<file path="src/rtl/core/rgbhue_pkg.sv">
// Package for the RGB-to-hue pipeline: payload structs, channel codes and
// divider sizing constants. No dependencies; used by every file in rtl/core.
package rgbhue_pkg;

  // Width of one color channel.
  localparam int unsigned ChanW = 8;
  // Width of the hue result (Q0.16 fraction of a full turn).
  localparam int unsigned HueW = 16;
  // Divisor is 6*delta, at most 1530, so 11 bits; remainders stay below it.
  localparam int unsigned DvsW = 11;
  // Quotient bits resolved per divider stage, and the resulting stage count.
  localparam int unsigned DivStepsPerStage = 2;
  localparam int unsigned DivStages = HueW / DivStepsPerStage;

  typedef struct packed {
    logic [ChanW-1:0] red;
    logic [ChanW-1:0] green;
    logic [ChanW-1:0] blue;
  } pixel_t;

  typedef struct packed {
    logic [HueW-1:0] hue;
    logic            achromatic;
  } hue_t;

  // Which channel holds the maximum, with priority red, green, blue.
  typedef enum logic [1:0] {
    CH_RED,
    CH_GREEN,
    CH_BLUE
  } chan_t;

  // Word carried down the divider pipeline.
  typedef struct packed {
    logic [DvsW-1:0] rem;
    logic [DvsW-1:0] dvs;
    logic [HueW-1:0] quo;
    logic            achromatic;
  } div_word_t;

endpackage

</file>
<file path="src/rtl/core/rgbhue_prep.sv">
// Front end of the hue pipeline: max/min search, sector choice, then the
// numerator and the 6*delta divisor. Two register stages. Uses rgbhue_pkg.
module rgbhue_prep (
  input  logic                   clk,
  input  logic                   rst,
  input  logic                   up_valid,
  output logic                   up_ready,
  input  rgbhue_pkg::pixel_t     up_data,
  output logic                   dn_valid,
  input  logic                   dn_ready,
  output rgbhue_pkg::div_word_t  dn_data
);
  import rgbhue_pkg::*;

  // Stage A registers.
  logic             a_valid;
  logic [ChanW-1:0] a_delta;
  logic [ChanW:0]   a_diff;
  chan_t            a_sel;
  logic             a_wrap;
  logic             a_achrom;

  // Stage B registers.
  logic             b_valid;
  div_word_t        b_word;

  logic en_a;
  logic en_b;

  // Stage A combinational values.
  logic [ChanW-1:0] hi;
  logic [ChanW-1:0] lo;
  chan_t            sel;
  logic [ChanW:0]   diff;

  // Stage B combinational values.
  logic [DvsW-1:0]  d6;
  logic [DvsW-1:0]  offs;
  logic [DvsW:0]    sum;

  assign en_b     = !b_valid || dn_ready;
  assign en_a     = !a_valid || en_b;
  assign up_ready = en_a;
  assign dn_valid = b_valid;
  assign dn_data  = b_word;

  always_comb begin
    hi = up_data.red;
    lo = up_data.red;
    if (up_data.green > hi) hi = up_data.green;
    if (up_data.blue > hi) hi = up_data.blue;
    if (up_data.green < lo) lo = up_data.green;
    if (up_data.blue < lo) lo = up_data.blue;
    if (hi == up_data.red) begin
      sel  = CH_RED;
      diff = {1'b0, up_data.green} - {1'b0, up_data.blue};
    end else if (hi == up_data.green) begin
      sel  = CH_GREEN;
      diff = {1'b0, up_data.blue} - {1'b0, up_data.red};
    end else begin
      sel  = CH_BLUE;
      diff = {1'b0, up_data.red} - {1'b0, up_data.green};
    end
  end

  always_ff @(posedge clk) begin
    if (rst) begin
      a_valid <= 1'b0;
    end else if (en_a) begin
      a_valid <= up_valid;
    end
  end

  always_ff @(posedge clk) begin
    if (en_a) begin
      a_delta  <= hi - lo;
      a_diff   <= diff;
      a_sel    <= sel;
      a_wrap   <= up_data.green < up_data.blue;
      a_achrom <= hi == lo;
    end
  end

  always_comb begin
    d6 = {1'b0, a_delta, 2'b00} + {2'b00, a_delta, 1'b0};
    case (a_sel)
      CH_RED:   offs = a_wrap ? d6 : '0;
      CH_GREEN: offs = {2'b00, a_delta, 1'b0};
      CH_BLUE:  offs = {1'b0, a_delta, 2'b00};
      default:  offs = '0;
    endcase
    // Signed sum of the sector offset and the channel difference.
    sum = {1'b0, offs} + {{(DvsW-ChanW){a_diff[ChanW]}}, a_diff};
  end

  always_ff @(posedge clk) begin
    if (rst) begin
      b_valid <= 1'b0;
    end else if (en_b) begin
      b_valid <= a_valid;
    end
  end

  always_ff @(posedge clk) begin
    if (en_b) begin
      b_word.rem        <= (sum[DvsW] || a_achrom) ? '0 : sum[DvsW-1:0];
      b_word.dvs        <= d6;
      b_word.quo        <= '0;
      b_word.achromatic <= a_achrom;
    end
  end

endmodule

</file>
<file path="src/rtl/core/rgbhue_div_stage.sv">
// One stage of the pipelined restoring divider: resolves two quotient
// bits per item and registers the result. Uses rgbhue_pkg.
module rgbhue_div_stage (
  input  logic                   clk,
  input  logic                   rst,
  input  logic                   up_valid,
  output logic                   up_ready,
  input  rgbhue_pkg::div_word_t  up_data,
  output logic                   dn_valid,
  input  logic                   dn_ready,
  output rgbhue_pkg::div_word_t  dn_data
);
  import rgbhue_pkg::*;

  logic      valid;
  div_word_t word;
  div_word_t word_next;
  logic      en;

  assign en       = !valid || dn_ready;
  assign up_ready = en;
  assign dn_valid = valid;
  assign dn_data  = word;

  // For chromatic pixels the remainder is always below the divisor, so the doubled value fits
  // one extra bit and a single compare-subtract decides each quotient bit.
  always_comb begin
    logic [DvsW:0] t;
    word_next = up_data;
    for (int i = 0; i < DivStepsPerStage; i++) begin
      t = {word_next.rem, 1'b0};
      if (t >= {1'b0, word_next.dvs}) begin
        t             = t - {1'b0, word_next.dvs};
        word_next.quo = {word_next.quo[HueW-2:0], 1'b1};
      end else begin
        word_next.quo = {word_next.quo[HueW-2:0], 1'b0};
      end
      word_next.rem = t[DvsW-1:0];
    end
  end

  always_ff @(posedge clk) begin
    if (rst) begin
      valid <= 1'b0;
    end else if (en) begin
      valid <= up_valid;
    end
  end

  always_ff @(posedge clk) begin
    if (en) begin
      word <= word_next;
    end
  end

endmodule

</file>
<file path="src/rtl/core/rgb8_hue_calculator_unit.sv">
// Top level of the RGB-to-hue converter: front end plus divider pipeline.
// Depends on rgbhue_pkg, rgbhue_prep and rgbhue_div_stage.
//
// Usage:
//   Pixels enter on the pix channel (valid/ready, payload pix with fields
//   red, green, blue). Results leave on the res channel (payload res with
//   hue, a Q0.16 fraction of a full turn, and achromatic, set when all
//   three channels are equal, in which case hue is zero).
//   Each pixel passes through two front-end stages (max/min and sector,
//   then numerator and 6*delta divisor) and eight divider stages that
//   each resolve two of the 16 quotient bits. Throughput is one pixel per
//   cycle while res_ready stays high; the divider stage count sets the
//   latency. Results come out in input order, one per pixel.
//   Each stage carries its own valid bit and stalls only when it is full
//   and the stage after it does not move, so while res_ready is low the
//   pipeline keeps taking pixels until every stage holds one; then
//   pix_ready drops. Nothing is lost or repeated under a stall.
//   Reset (rst, synchronous) empties every stage; payload is not cleared.
module rgb8_hue_calculator_unit (
  input  logic                clk,
  input  logic                rst,
  input  logic                pix_valid,
  output logic                pix_ready,
  input  rgbhue_pkg::pixel_t  pix,
  output logic                res_valid,
  input  logic                res_ready,
  output rgbhue_pkg::hue_t    res
);
  import rgbhue_pkg::*;

  logic      chain_valid [DivStages+1];
  logic      chain_ready [DivStages+1];
  div_word_t chain_data  [DivStages+1];

  rgbhue_prep u_prep (
    .clk      (clk),
    .rst      (rst),
    .up_valid (pix_valid),
    .up_ready (pix_ready),
    .up_data  (pix),
    .dn_valid (chain_valid[0]),
    .dn_ready (chain_ready[0]),
    .dn_data  (chain_data[0])
  );

  for (genvar s = 0; s < DivStages; s++) begin : g_div
    rgbhue_div_stage u_stage (
      .clk      (clk),
      .rst      (rst),
      .up_valid (chain_valid[s]),
      .up_ready (chain_ready[s]),
      .up_data  (chain_data[s]),
      .dn_valid (chain_valid[s+1]),
      .dn_ready (chain_ready[s+1]),
      .dn_data  (chain_data[s+1])
    );
  end

  assign chain_ready[DivStages] = res_ready;
  assign res_valid      = chain_valid[DivStages];
  assign res.hue        = chain_data[DivStages].achromatic ? '0 : chain_data[DivStages].quo;
  assign res.achromatic = chain_data[DivStages].achromatic;

  // The numerator entering the divider must stay below the divisor.
  assert property (@(posedge clk) disable iff (rst)
    chain_valid[0] && !chain_data[0].achromatic |-> chain_data[0].rem < chain_data[0].dvs)
    else $error("numerator not below divisor at divider entry");

  // A zero divisor occurs exactly for achromatic pixels.
  assert property (@(posedge clk) disable iff (rst)
    chain_valid[0] |-> (chain_data[0].dvs == '0) == chain_data[0].achromatic)
    else $error("divisor zero does not match achromatic flag");

  // The final remainder stays below the divisor for chromatic pixels.
  assert property (@(posedge clk) disable iff (rst)
    res_valid && !res.achromatic |->
      chain_data[DivStages].rem < chain_data[DivStages].dvs)
    else $error("divider remainder out of range at output");

  // An item stalled at the output is not overwritten by the stage behind it.
  assert property (@(posedge clk) disable iff (rst)
    res_valid && !res_ready |=> res_valid && $stable(chain_data[DivStages]))
    else $error("output stage changed while stalled");

endmodule
</file>
<file path="config.mk">
export PLATFORM = sky130hd
export DESIGN_NAME = rgb8_hue_calculator_unit
export DESIGN_NICKNAME = d
export VERILOG_FILES = /design/src/rtl/core/rgbhue_pkg.sv /design/src/rtl/core/rgbhue_prep.sv /design/src/rtl/core/rgbhue_div_stage.sv /design/src/rtl/core/rgb8_hue_calculator_unit.sv
export SDC_FILE = /design/constraint.sdc
export NUM_CORES = 1
export LEC_CHECK = 0
export BUFFER_PORTS_ARGS = -buffer_cell sky130_fd_sc_hd__buf_2
export CORE_MARGIN = 2
export CORE_UTILIZATION = 43
export DETAILED_ROUTE_END_ITERATION = 6
export GPL_ROUTABILITY_DRIVEN = 0
export GPL_TIMING_DRIVEN = 0
export PLACE_DENSITY = 0.56
export SETUP_SLACK_MARGIN = 0.3
export SLEW_MARGIN = 20
export SYNTH_ARGS = -nofsm -noshare
export SYNTH_HDL_FRONTEND = slang
export SYNTH_SLANG_ARGS = --single-unit
export TNS_END_PERCENT = 20
</file>
<file path="constraint.sdc">
create_clock -name clk -period 8.4 [get_ports clk]
set_input_delay 0.84 -clock clk [delete_from_list [all_inputs] [get_ports clk]]
set_output_delay 0.84 -clock clk [all_outputs]
set_load 0.05 [all_outputs]
</file>
# After elaboration in Yosys (flattened, before gate mapping)
# Cells that the tools add are included.
[totals]
reg_bits = 288
in_bits = 28
output_inout_bits = 19
word_cells = 165
[classes]
n_addsub = 21
n_reduce_logical = 22
muxes = 41
n_lt_le_gt_ge = 21
eq_ne = 5
[ops]
columns = ["op", "n"]
rows = [
  [">= comparator 12 x 11 -> 1 bit", 16],
  ["two-way mux 11 bit", 16],
  ["subtractor 11 bit", 15],
  ["case mux 11 bit (3 select lines)", 1],
  ["two-way mux 8 bit", 4],
  ["subtractor 8 x 8 -> 9 bit", 3],
  ["== test 8 bit", 3],
  ["less-than comparator 8 bit", 3],
  ["two-way mux 9 bit", 2],
  ["greater-than comparator 8 bit", 2],
  ["two-way mux 1 bit", 16],
  ["two-way mux 16 bit", 1],
  ["adder 11 x 12 -> 12 bit", 1],
  ["adder 10 x 9 -> 11 bit", 1],
  ["logical OR 1 bit", 11],
  ["logical NOT 1 bit", 10],
  ["subtractor 8 bit", 1],
  ["== test 2 x 1 -> 1 bit, second input constant", 1],
  ["== test 2 bit, second input constant", 1],
  ["logical NOT 2 bit", 1],
  ["two-way mux 2 bit", 1],
]

# Logic depth before layout (Yosys ltp)
# Gate-level depths: netlist of the first run.
[logic_depth]
depth_word = 11
depth_mapped = 26
mapped_depth_nobuf = 25

# Hierarchy
# Synthesis of the first run repeated with hierarchy kept, for this count alone.
[hier_totals]
cells_unflattened = 2423
area_unflattened_um2 = 26208.9
[by_module_without_submodules]
columns = ["mod", "cells_per_inst", "instances", "area_per_inst_um2"]
rows = [
  ["rgbhue_div_stage (g_div[0].u_stage ...)", 211, 4, 2561.2],
  ["rgbhue_div_stage (g_div[2].u_stage ...)", 223, 4, 2538.7],
  ["rgbhue_prep", 670, 1, 5665.4],
  ["rgb8_hue_calculator_unit", 17, 1, 143.9],
]

# Worst setup path before layout of the first run
# No wires, ideal clock.
[synth_path]
path_kind = "input -> register"
startpoint = "input pix[14] (netlist name)"
endpoint = "register u_prep.a_delta[6], data pin"
path_slack_ns = 2.473
setup_ns = 0.269
stages = 22
t_required_ns = 8.131
arrival_ns = 5.658
path_cell_list = "inv_1 -> ha_1 -> and3_2 -> a221o_2 -> o21ai_4 -> clkbuf_1 -> nor2_1 -> a21oi_1 -> ha_1 -> a21o_1 -> a211o_1 -> o31ai_4 -> clkbuf_1 -> a211oi_1 -> a21oi_1 -> ha_1 -> inv_1 -> fa_1 -> maj3_1 -> a21oi_1 -> o31ai_1 -> xor2_1"
[synth_via]
elab_chain_len = 5
word_cells_on_any_way = 9
cone_classes = "1 x add/sub; 4 x order compare; 4 x mux"
[synth_lines]
columns = ["item", "line_no", "source"]
rows = [
  ["start, declared", "rgb8_hue_calculator_unit.sv:24", "input rgbhue_pkg::pixel_t pix,"],
  ["greater-than comparator 8 bit or less-than comparator 8 bit (tied branches)", "rgbhue_prep.sv:50, rgbhue_prep.sv:52", ""],
  ["two-way mux 8 bit, on equally long branches", "rgbhue_prep.sv:50, rgbhue_prep.sv:52", ""],
  ["greater-than comparator 8 bit or less-than comparator 8 bit (tied branches)", "rgbhue_prep.sv:51, rgbhue_prep.sv:53", ""],
  ["two-way mux 8 bit, on equally long branches", "rgbhue_prep.sv:51, rgbhue_prep.sv:53", ""],
  ["subtractor 8 bit (*)", "rgbhue_prep.sv:76", "a_delta <= hi - lo;"],
  ["end signal, assigned", "rgbhue_prep.sv:76", ""],
  ["end, declared", "rgbhue_prep.sv:17", "logic [ChanW-1:0] a_delta;"],
]
# Mark *: on every way between the ends. The rest lies on a longest branch, timed or not.
# A chain may end at the register's enable or synchronous reset.

==> impl_results.md, run 1 <==
- Crit path DAT: 7.37 ns
- GRT Resource Usage Total: 18.2%
- Highest metal layer with signal wires: met4
- CTS root buf: clkbuf_16
- Period utilization: 84.1%
- Reg2reg setup slack: 1.34 ns
- CTS max path bufs: 3
- Setup violations, final: 0
- Relative slew slack: 31.9%
- Yosys warnings: 0
- IO buf count: 45
- Slowest CP cell: nor2_1
- Multiplexer area fraction after synthesis: 8.61%
- Max Cap Viol: 0
- Synth Area in Adders: 15.1%
- Asr flop ratio synth: 0%
- Finished Cell Area: 0.0219 mm^2
- Fraction of layout cells with a size suffix above 1: 12.6%
- Hold Path Cell Cnt: 0
- Final Slew Violations: 0
- Combinational family with the most area after synthesis: adder cells
- Reg area: 0.00810 mm^2
- Drt via density: 5.29
- Synth cell types: 81
- Ports: 47
- Multi-input gate area: 0.0108 mm^2
- DRT iter0 DRCs: 747
- Post-Synth XOR/XNOR Area: 5.65%
- Worst setup path end: g_div[0].u_stage.dn_data[33]
- Synth Cell Area: 0.0198 mm^2
- Detail Route Antenna Nets: 0
- Number of fill cells: 4240
- Number of H-tree levels: 1
- Final HPWL DP: 34300 um
- Clk_skew: 0.0205 ns
- Cell taking the most area after synthesis: edfxtp_1
- RSZ-0062 raised after global routing: false
- N_diodes: 0
- Routed met3 length: 1420 um
- HP Class: flop to flop
- Initial antenna violation count: 1
- Run status: finished, final reports clean
- Tmin final: 7.06 ns
- # resized after CTS: 0
- Synth Net Count: 2176
- Placed Area: 0.0208 mm^2
- Area growth syn-to-layout: 10.3%
- Vias in the first global route: 13600
- Reg-to-Reg Start: u_prep.dn_data[19]
- Initial Utilization: 43.6%
- Die height: 219 um
- Final Hold Fails: 0
- First-pass GRT wire length: 69800 um
- Seq/Total Area, Yosys: 40.8%
- Vias: 13900
- Largest net degree at the start of global routing: 36
- Worst Tran Pin Value: 1.02 ns
- CTS clock-pin slew for the worst setup and hold paths: 0.06 ns
- Hold Buf Count CTS: 0
- Worst R2R End: g_div[0].u_stage.dn_data[33]
- Gate Count Post-Synth: 1919
- Routed wire length: 43000 um
- Required time of the critical path: 8.70 ns
- Wl on met1: 20200 um
- Maximum fanout along the worst path: 10
- R2r worst-path depth: 26
- Main synth FF type: edfxtp_1
- CP Launch Type: flop
- Layout Nets: 2255
- Crit path from: u_prep.dn_data[19]
- Synthesized area per cell: 10.3 um^2
- Clk_lat worst skew: 0.58 ns
- Die Width: 219 um
- Leading cell types by total area after synthesis: edfxtp_1 40%, ha_1 14%, mux2_2 6.8%, inv_1 4.4%, xnor2_1 4.3%
- Synth Area in Compound Gates: 13.0%
- Setup bufs post-CTS: 0
- CTS tree: built
- Worst path max stage delay: 0.57 ns
- Max Clk Rate: 142 MHz
- Setup TNS: 0 ns
- Synth top area share: 39.8%
- Crit. End Element: flop
- Pre-antenna DRT Iters: 7
- Class of the most critical setup path: flop to flop
- Core area: 0.0455 mm^2
- Flops & latches, synth: 273
- Met2 wire len: 20600 um
- Grt ovf: 0
- Site Rows: 78
- Simple-gate share of the synthesized area: 11.9%
- Number of synthesized flops with an enable pin: 263
- CTS Sinks: 273
- Die area: 0.0478 mm^2
- Wire per inst: 16.4 um
- Cts bufs inserted: 31
- Most common cell type on the critical path: o21ai_0
- DRC violations left: 0
[area by class of cell]
class	instances	share of cell area (%)
clock inverters	20	0.938
inverters	233	4.00
flip-flops and latches	273	37.0
clock buffers	37	3.79
repair buffers	46	1.10
multi-input cells	1395	49.3
well taps	600	3.43
plain buffers	18	0.401
[routing by layer]
layer  global-route usage (%)  vias to the layer above
met5                        0                        -
met4                     3.78                        0
met3                     2.12                       51
met2                     31.4                      225
met1                     24.4                     6536
li1                         -                     7049
[cell usage after synthesis (all sizes together) (9+ instances only)]
cell and instances:
a211oi 12, a21boi 44, a21o 23, a21oi 93, a221oi 11, and2 9, and3 16, clkbuf 14
dfxtp 10, edfxtp 263, fa 15, ha 214, inv 233, mux2 124, mux2i 30, nand2 103
nand2b 25, nand3 16, nand4 30, nor2 186, nor2b 68, nor3 10, nor4 11, o21a 19
o21ai 127, xnor2 97, xor2 31
[cell families (layout without fill, tap and decap cells)]
logic type | after synthesis | after routing
muxes | 154 | 154
buffers and inverters | 251 | 354
adders and majority gates | 231 | 231
xor gates and xnor gates | 128 | 128
and+or+nand+nor | 486 | 486
AOI/OAI and AO/OA | 396 | 396
DFF | 273 | 273
[worst min path at each step]
stage                                  from                      endpoint  slack, ns
2_1_floorplan             u_prep.dn_data[0]   g_div[0].u_stage.dn_data[0]       0.40
3_3_place_gp   g_div[6].u_stage.dn_data[12]  g_div[7].u_stage.dn_data[14]       0.40
3_5_place_dp    g_div[1].u_stage.dn_data[3]   g_div[2].u_stage.dn_data[5]       0.40
4_1_cts         g_div[1].u_stage.dn_data[3]   g_div[2].u_stage.dn_data[5]       0.42
5_1_grt        g_div[5].u_stage.dn_data[10]  g_div[6].u_stage.dn_data[12]       0.42
6_report       g_div[5].u_stage.dn_data[10]  g_div[6].u_stage.dn_data[12]       0.42
[cell usage in the layout, fill, tap and decap left out, drive strengths merged, types with 7 or more instances in the layout]
| cell type | netlist | layout |
|---|---|---|
| xor2 | 31 | 31 |
| nand4 | 30 | 30 |
| and3 | 16 | 16 |
| a211oi | 12 | 12 |
| o21ai | 127 | 127 |
| fa | 15 | 15 |
| inv | 233 | 235 |
| ha | 214 | 214 |
| nand2 | 103 | 103 |
| and2 | 9 | 9 |
| a21o | 23 | 23 |
| clkbuf | 14 | 51 |
| edfxtp | 263 | 263 |
| nor2b | 68 | 68 |
| a22oi | 7 | 7 |
| buf | 4 | 50 |
| nor4 | 11 | 11 |
| a21boi | 44 | 44 |
| nand3 | 16 | 16 |
| dfxtp | 10 | 10 |
| o31a | 7 | 7 |
| nor3 | 10 | 10 |
| nor2 | 186 | 186 |
| mux2i | 30 | 30 |
| xnor2 | 97 | 97 |
| o31ai | 7 | 7 |
| a221oi | 11 | 11 |
| clkinv | 0 | 12 |
| nand2b | 25 | 25 |
| a21oi | 93 | 93 |
| o21a | 19 | 19 |
| mux2 | 124 | 124 |
[flip-flops by register name, indices dropped and copies added, names as in the netlist]
signal                  count
g_div.u_stage.dn_data     220
u_prep.dn_data             22
u_prep.a_diff               9
g_div.u_stage.dn_valid      8
u_prep.a_delta              8
u_prep.a_sel                2
u_prep.a_achrom             1
u_prep.a_valid              1
u_prep.a_wrap               1
u_prep.dn_valid             1
[through the flow]
stage | setup slack (ns) | cells | hold slack (ns) | util [%]
after global routing | 0.665 | 2622 | 0.422 | 48.1
after floorplan | 2.47 | 1919 | 0.400 | -
after CTS | 1.37 | 2621 | 0.418 | 48.0
final | 1.34 | 2622 | 0.416 | 48.1
after detailed placement | 1.32 | 2564 | 0.405 | 45.8
after global placement | 1.34 | 2564 | 0.401 | 45.7
[worst max-delay path, delay by kind of cell, from the launching register on]
kind / cells / cell delay (ns)
AO/OA/AOI/OAI: 16 / 3.44
adder cells (fa/ha/maj): 2 / 0.49
buffers and inverters: 3 / 0.71
flip-flops: 1 / 0.45
multiplexers: 2 / 0.87
AND/OR/NAND/NOR: 3 / 0.84
Power of run 1 is left out: the tool's default activity adds up to more than one toggle a clock period on the data nets, which glitch-free logic cannot reach.
==> run 2, diff against run 1 <==
==> constraint.sdc (replaced) <==
create_clock -name clk -period 6.55 [get_ports clk]
set_input_delay 0.655 -clock clk [delete_from_list [all_inputs] [get_ports clk]]
set_output_delay 0.655 -clock clk [all_outputs]
set_load 0.05 [all_outputs]
==> impl_results.md, run 2 (synthesis gave the netlist of run 1 again) <==
- Most common cell type on the critical path: ha_1
- DRC violations left: 0 (unchanged)
- N_diodes: 0 (unchanged)
- Crit. End Element: flop
- Worst setup path end: u_prep.a_delta[6]
- Fraction of layout cells with a size suffix above 1: 15.2% (+2.6 points)
- Stages on worst setup path: 22 (-15%)
- Crit path DAT: 6.39 ns (-0.98 ns)
- Final Hold Slack: 0.349 ns (-0.0673 ns)
- CTS clock-pin slew for the worst setup and hold paths: 0.06 ns (about the same)
- Layout Nets: 2289 (+1.5%)
- Detail Route Antenna Nets: 0 (unchanged)
- Cts bufs inserted: 31 (unchanged)
- Clk_skew: 0.0205 ns (+0.0000192 ns)
- Reg2reg setup slack: 0.64 ns (-0.70 ns)
- Finished Cell Area: 0.0222 mm^2 (+1.7%)
- IO buf count: 45 (unchanged)
- Die Width: 219 um (unchanged)
- R2r worst-path depth: 24 (-7.7%)
- Tmin final: 6.09 ns
- Clk_lat worst skew: 0.58 ns (about the same)
- Maximum fanout along the worst path: 10 (unchanged)
- Worst Tran Pin Value: 1.01 ns (-0.0101 ns)
- HP Class: input pin to flop
- Site Rows: 78 (unchanged)
- Most common cell after layout, fill and taps aside: edfxtp_1
- Wire per inst: 16.4 um (-0.13%)
- Core area: 0.0455 mm^2 (unchanged)
- Critical-path cell list: buf_2, inv_1, ha_1, and3_2, a221o_2, nor2_4, mux2i_2, ha_1, and4_1, a221o_1, a41o_1, a31o_2, nand2_2, buf_6, mux2i_2, ha_1, inv_1, fa_1, maj3_1, a21oi_2, o31ai_1, xor2_1
- Reg-to-Reg Start: g_div[3].u_stage.dn_data[19]
- DRT iter0 DRCs: 705 (-5.6%)
- Die area: 0.0478 mm^2 (unchanged)
- Initial Utilization: 43.6% (unchanged)
- Worst R2R End: g_div[4].u_stage.dn_data[32]
- Final Slew Violations: 0 (unchanged)
- RSZ-0062 raised after global routing: true
- Setup TNS: 0 ns (unchanged)
- Max Cap Viol: 0 (unchanged)
- Required time of the critical path: 6.84 ns (-1.86 ns)
- Max Clk Rate: 164 MHz
- Slowest CP cell: a221o_2
- Final HPWL DP: 34300 um (unchanged)
- Die height: 219 um (unchanged)
- Placed Area: 0.0208 mm^2 (unchanged)
- Final Hold Fails: 0 (unchanged)
- Hold Buf Count CTS: 0 (unchanged)
- Class of the most critical setup path: input pin to flop
- Period utilization: 93.0%
- Routed wire length: 43500 um (+1.2%)
- Drt via density: 5.26 (-0.50%)
- Vias: 14000 (+0.79%)
- Worst path max stage delay: 0.47 ns (-0.10 ns)
- CP Launch Type: input pin
- Max FFs per register: 220 (unchanged)
- First-pass GRT wire length: 70000 um (+0.32%)
- Initial antenna violation count: 1 (unchanged)
- Relative slew slack: 32.7% (+0.76 points)
- Area growth syn-to-layout: 12.1%
- Crit path from: pix[14]
- CTS max path bufs: 3 (unchanged)
- Largest net degree at the start of global routing: 36 (unchanged)
- Pre-antenna DRT Iters: 6 (-1)
- Vias in the first global route: 13700 (+0.22%)
- Family with the most delay on the worst path: compound AO/OA/AOI/OAI gates
- Number of H-tree levels: 1 (unchanged)
- Grt ovf: 0 (unchanged)
- Setup violations, final: 0 (unchanged)
- Ports: 47 (unchanged)
- CTS root buf: clkbuf_16
- CTS tree: built
- GRT Resource Usage Total: 18.2% (+0.054 points)
- Run status: finished, final reports clean
- WP buf/inv: 4 (+1)
- Most frequent cells in the layout: 263 x edfxtp_1, 230 x inv_1, 214 x ha_1
- CTS Sinks: 273 (unchanged)
run 2: cell types whose count changed in the layout (fill, tap and decap cells not counted), moves of 3 or more:
| cell | delta |
|---|---|
| buf_4 | +35 |
| clkbuf_1 | -9 |
| clkbuf_4 | +5 |
| mux2i_1 | -3 |
| mux2i_2 | +3 |
| nor2_1 | -5 |
| nor2_4 | +5 |
| o21ai_0 | -16 |
| o21ai_1 | +16 |
run 2: layout make-up:
class	instances	area, um^2
multi-input combinational	1395	10900
inverter	233	875
clock inverter	20	205
clock buffer	37	830
tap	600	751
buffer	18	114
sequential	273	8100
timing repair buffer	80	495
fill	4217	23200
run 2: how the worst min path moves through the flow:
stage / from / slack [ns] / depth (start not counted) / end
after floorplan: u_prep.dn_data[0] / 0.40 / 0 / g_div[0].u_stage.dn_data[0]
after global placement: g_div[6].u_stage.dn_data[12] / 0.40 / 0 / g_div[7].u_stage.dn_data[14]
after detailed placement: g_div[1].u_stage.dn_data[3] / 0.40 / 0 / g_div[2].u_stage.dn_data[5]
after CTS: pix_valid / 0.34 / 3 / u_prep.a_valid
after global routing: pix_valid / 0.34 / 3 / u_prep.a_valid
final: pix_valid / 0.35 / 3 / u_prep.a_valid
run 2: what timing repair did:
action / CTS / global route
gates resized for setup: 14 / 52
pin swaps: 2 / 8
setup endpoints to repair: 66 / 81
setup buffers: 7 / 27
run 2: layer usage:
| metal | global-route usage (%) | vias to the layer above | share of wire, % |
|---|---|---|---|
| li1 | - | 7116 | - |
| met1 | 24.6 | 6594 | 48 |
| met2 | 31.5 | 210 | 48 |
| met3 | 2.12 | 51 | 2.7 |
| met4 | 3.78 | 0 | 1.8 |
| met5 | 0 | - | 0 |
run 2: worst reg2reg max path: stages (launching register included):
cell	delay (ns)
edfxtp_1	0.45
inv_1	0.11
ha_1	0.32
nor2b_1	0.13
o21ai_0	0.28
a21boi_1	0.13
o21ai_0	0.30
a21boi_1	0.14
o21ai_0	0.24
a21boi_1	0.17
o211ai_1	0.33
nand3_4	0.20
mux2_2	0.33
ha_1	0.33
inv_1	0.06
a21oi_1	0.16
o21ai_0	0.15
a21boi_0	0.28
o21ai_0	0.15
a21boi_0	0.29
o21a_1	0.22
o21ai_0	0.10
o311ai_1	0.13
buf_4	0.26
mux2_2	0.38
run 2: through the flow:
stage	utilization (%)	worst slack, ns	cells
3_3_place_gp	45.7	-0.326	2564
5_1_grt	48.9	0.248	2656
4_1_cts	48.2	0.215	2628
3_5_place_dp	45.8	-0.418	2564
6_report	48.9	0.458	2656
2_1_floorplan	-	0.731	1919
Power of run 2 is left out for the same reason.
==> run 3, diff against run 2 <==
--- a/config.mk
+++ b/config.mk
@@ -10,7 +10,6 @@
 export CORE_UTILIZATION = 43
 export DETAILED_ROUTE_END_ITERATION = 6
 export GPL_ROUTABILITY_DRIVEN = 0
-export GPL_TIMING_DRIVEN = 0
 export PLACE_DENSITY = 0.56
 export SETUP_SLACK_MARGIN = 0.3
 export SLEW_MARGIN = 20
==> impl_results.md, run 3 (synthesis gave the netlist of run 1 again) <==
- Reg-to-Reg Start: g_div[4].u_stage.dn_data[19]
- Met1 usage: 25.0% (+0.38 points)
- Initial antenna violation count: 0 (-1)
- Clk_lat worst skew: 0.52 ns (-0.06 ns)
- N_diodes: 0 (unchanged)
- Hold Buf Count CTS: 0 (unchanged)
- Vias in the first global route: 13800 (+1.3%)
- Setup violations, final: 0 (unchanged)
- Setup TNS: 0 ns (unchanged)
- Class of the most critical setup path: flop to flop
- Pre-antenna DRT Iters: 4 (-2)
- Detail Route Antenna Nets: 0 (unchanged)
- Number of H-tree levels: 2 (+1)
- Ports: 47 (unchanged)
- Worst path max stage delay: 0.48 ns (about the same)
- CTS max path bufs: 3 (unchanged)
- Final HPWL DP: 34500 um (+0.68%)
- Met3 GRT Util: 2.56% (+0.45 points)
- Hold Path Origin: pix_valid
- Maximum fanout along the worst path: 11 (+1)
- Wire per inst: 16.6 um (+1.1%)
- Area growth syn-to-layout: 11.6%
- DRC violations left: 0 (unchanged)
- Required time of the critical path: 6.81 ns (-0.03 ns)
- Final cell count without fillers: 2634 (-0.83%)
- HP Class: input pin to flop
- Grt ovf: 0 (unchanged)
- Clk_skew: 0.0176 ns (-0.00296 ns)
- Max Cap Viol: 0 (unchanged)
- Largest net degree at the start of global routing: 36 (unchanged)
- DRT iter0 DRCs: 923 (+31%)
- Die area: 0.0478 mm^2 (unchanged)
- Max FFs per register: 220 (unchanged)
- Core area: 0.0455 mm^2 (unchanged)
- Relative slew slack: 31.5% (-1.2 points)
- Die Width: 219 um (unchanged)
- Max Clk Rate: 172 MHz (+4.8%)
- Crit path DAT: 6.08 ns (-0.31 ns)
- Initial Utilization: 43.6% (unchanged)
- Die height: 219 um (unchanged)
- Final Slew Violations: 0 (unchanged)
- GR peak layer: met2
- Most frequent cells in the layout: 263 x edfxtp_1, 233 x inv_1, 214 x ha_1
- Site Rows: 78 (unchanged)
- Drt via density: 5.26 (about the same)
- First-pass GRT wire length: 71800 um (+2.5%)
- Final Hold Fails: 0 (unchanged)
- Cts bufs inserted: 34 (+9.7%)
- Vias: 13900 (-0.74%)
- Crit path from: g_div[4].u_stage.dn_data[19]
- Finished Cell Area: 0.0221 mm^2 (-0.46%)
- Slowest CP cell: edfxtp_1
- IO buf count: 46 (+2.2%)
- Period utilization: 88.7% (-4.3 points)
- Fraction of layout cells with a size suffix above 1: 14.2% (-1.0 points)
- Placed Area: 0.0209 mm^2 (+0.38%)
- Post-Route Utilization: 48.7% (-0.23 points)
- Most common cell type on the critical path: o21ai_0
- RSZ-0062 raised after global routing: true
- Tmin final: 5.81 ns (-0.280 ns)
- CTS clock-pin slew for the worst setup and hold paths: 0.05 ns (about the same)
- GRT Resource Usage Total: 18.7% (+0.51 points)
- Run status: finished, final reports clean
- Worst Tran Pin Value: 1.02 ns (+0.0179 ns)
- Crit. End Element: flop
- Placed instance count: 2570 (+0.23%)
- Met2 GRT Util: 31.8% (+0.27 points)
- CTS root buf: clkbuf_16
- CTS Sinks: 273 (unchanged)
- Layout Nets: 2268 (-0.92%)
- WP buf/inv: 3 (-1)
- CTS tree: built
- Routed wire length: 43600 um (+0.30%)
- CP Launch Type: flop
- Family with the most delay on the worst path: compound AO/OA/AOI/OAI gates
- Most common cell after layout, fill and taps aside: edfxtp_1
[run 3: changes by cell type in the layout (fill, tap and decap cells not counted), sizes merged]
cell,change
buf,-12
clkinv,+1
clkbuf,-11
[run 3: path summary, 6_finish.rpt]
path                                                endpoint  slack, ns  cells past startpoint
worst max-delay path            g_div[5].u_stage.dn_data[32]       0.74                     25
worst min register to register   g_div[1].u_stage.dn_data[3]       0.42                      0
worst max register to register  g_div[5].u_stage.dn_data[32]       0.74                     25
worst min-delay path                          u_prep.a_valid       0.41                      3
[run 3: routing by layer]
layer  part of all wire [%]  vias up
met5                      0        -
met4                    2.1        0
met3                    3.4       63
met2                     48      204
met1                     47     6527
li1                       -     7073
[run 3: area by class of cell]
cell class,instances,area (um^2)
clock buffer,38,917
clock inverter,21,210
fill,4183,23300
inverter,233,875
multi-input combinational,1395,10800
sequential,273,8100
tap,600,751
timing repair buffer,74,440
[run 3: what timing repair did]
item / in CTS / in global routing
gates resized for setup: 0 / 25
setup buffers: 0 / 5
endpoints found under the hold margin: 0 / 0
endpoints found under the setup margin: 0 / 66
[run 3: worst register-to-register path: stages (launching register included)]
cell      delay [ns]
edfxtp_1        0.48
inv_1           0.12
ha_1            0.32
nor2b_1         0.13
o21ai_0         0.27
a21boi_1        0.16
o21ai_0         0.26
a21boi_1        0.13
o21ai_0         0.23
a21boi_1        0.14
o211ai_1        0.20
buf_4           0.16
nand3_4         0.16
mux2i_1         0.20
ha_1            0.35
o21ai_0         0.14
a21boi_0        0.26
o21ai_0         0.17
a21boi_0        0.29
o21ai_0         0.16
a21boi_0        0.27
o21a_1          0.17
o21ai_0         0.09
o311ai_1        0.09
buf_4           0.25
mux2_2          0.36
[run 3: through the flow]
stage               hold WS [ns]  setup slack, ns
floorplan                  0.400            0.731
global placement           0.401            0.388
detailed placement         0.405            0.295
CTS                        0.393            0.386
global route               0.395            0.194
finish                     0.408            0.737
Power of run 3 is left out for the same reason.
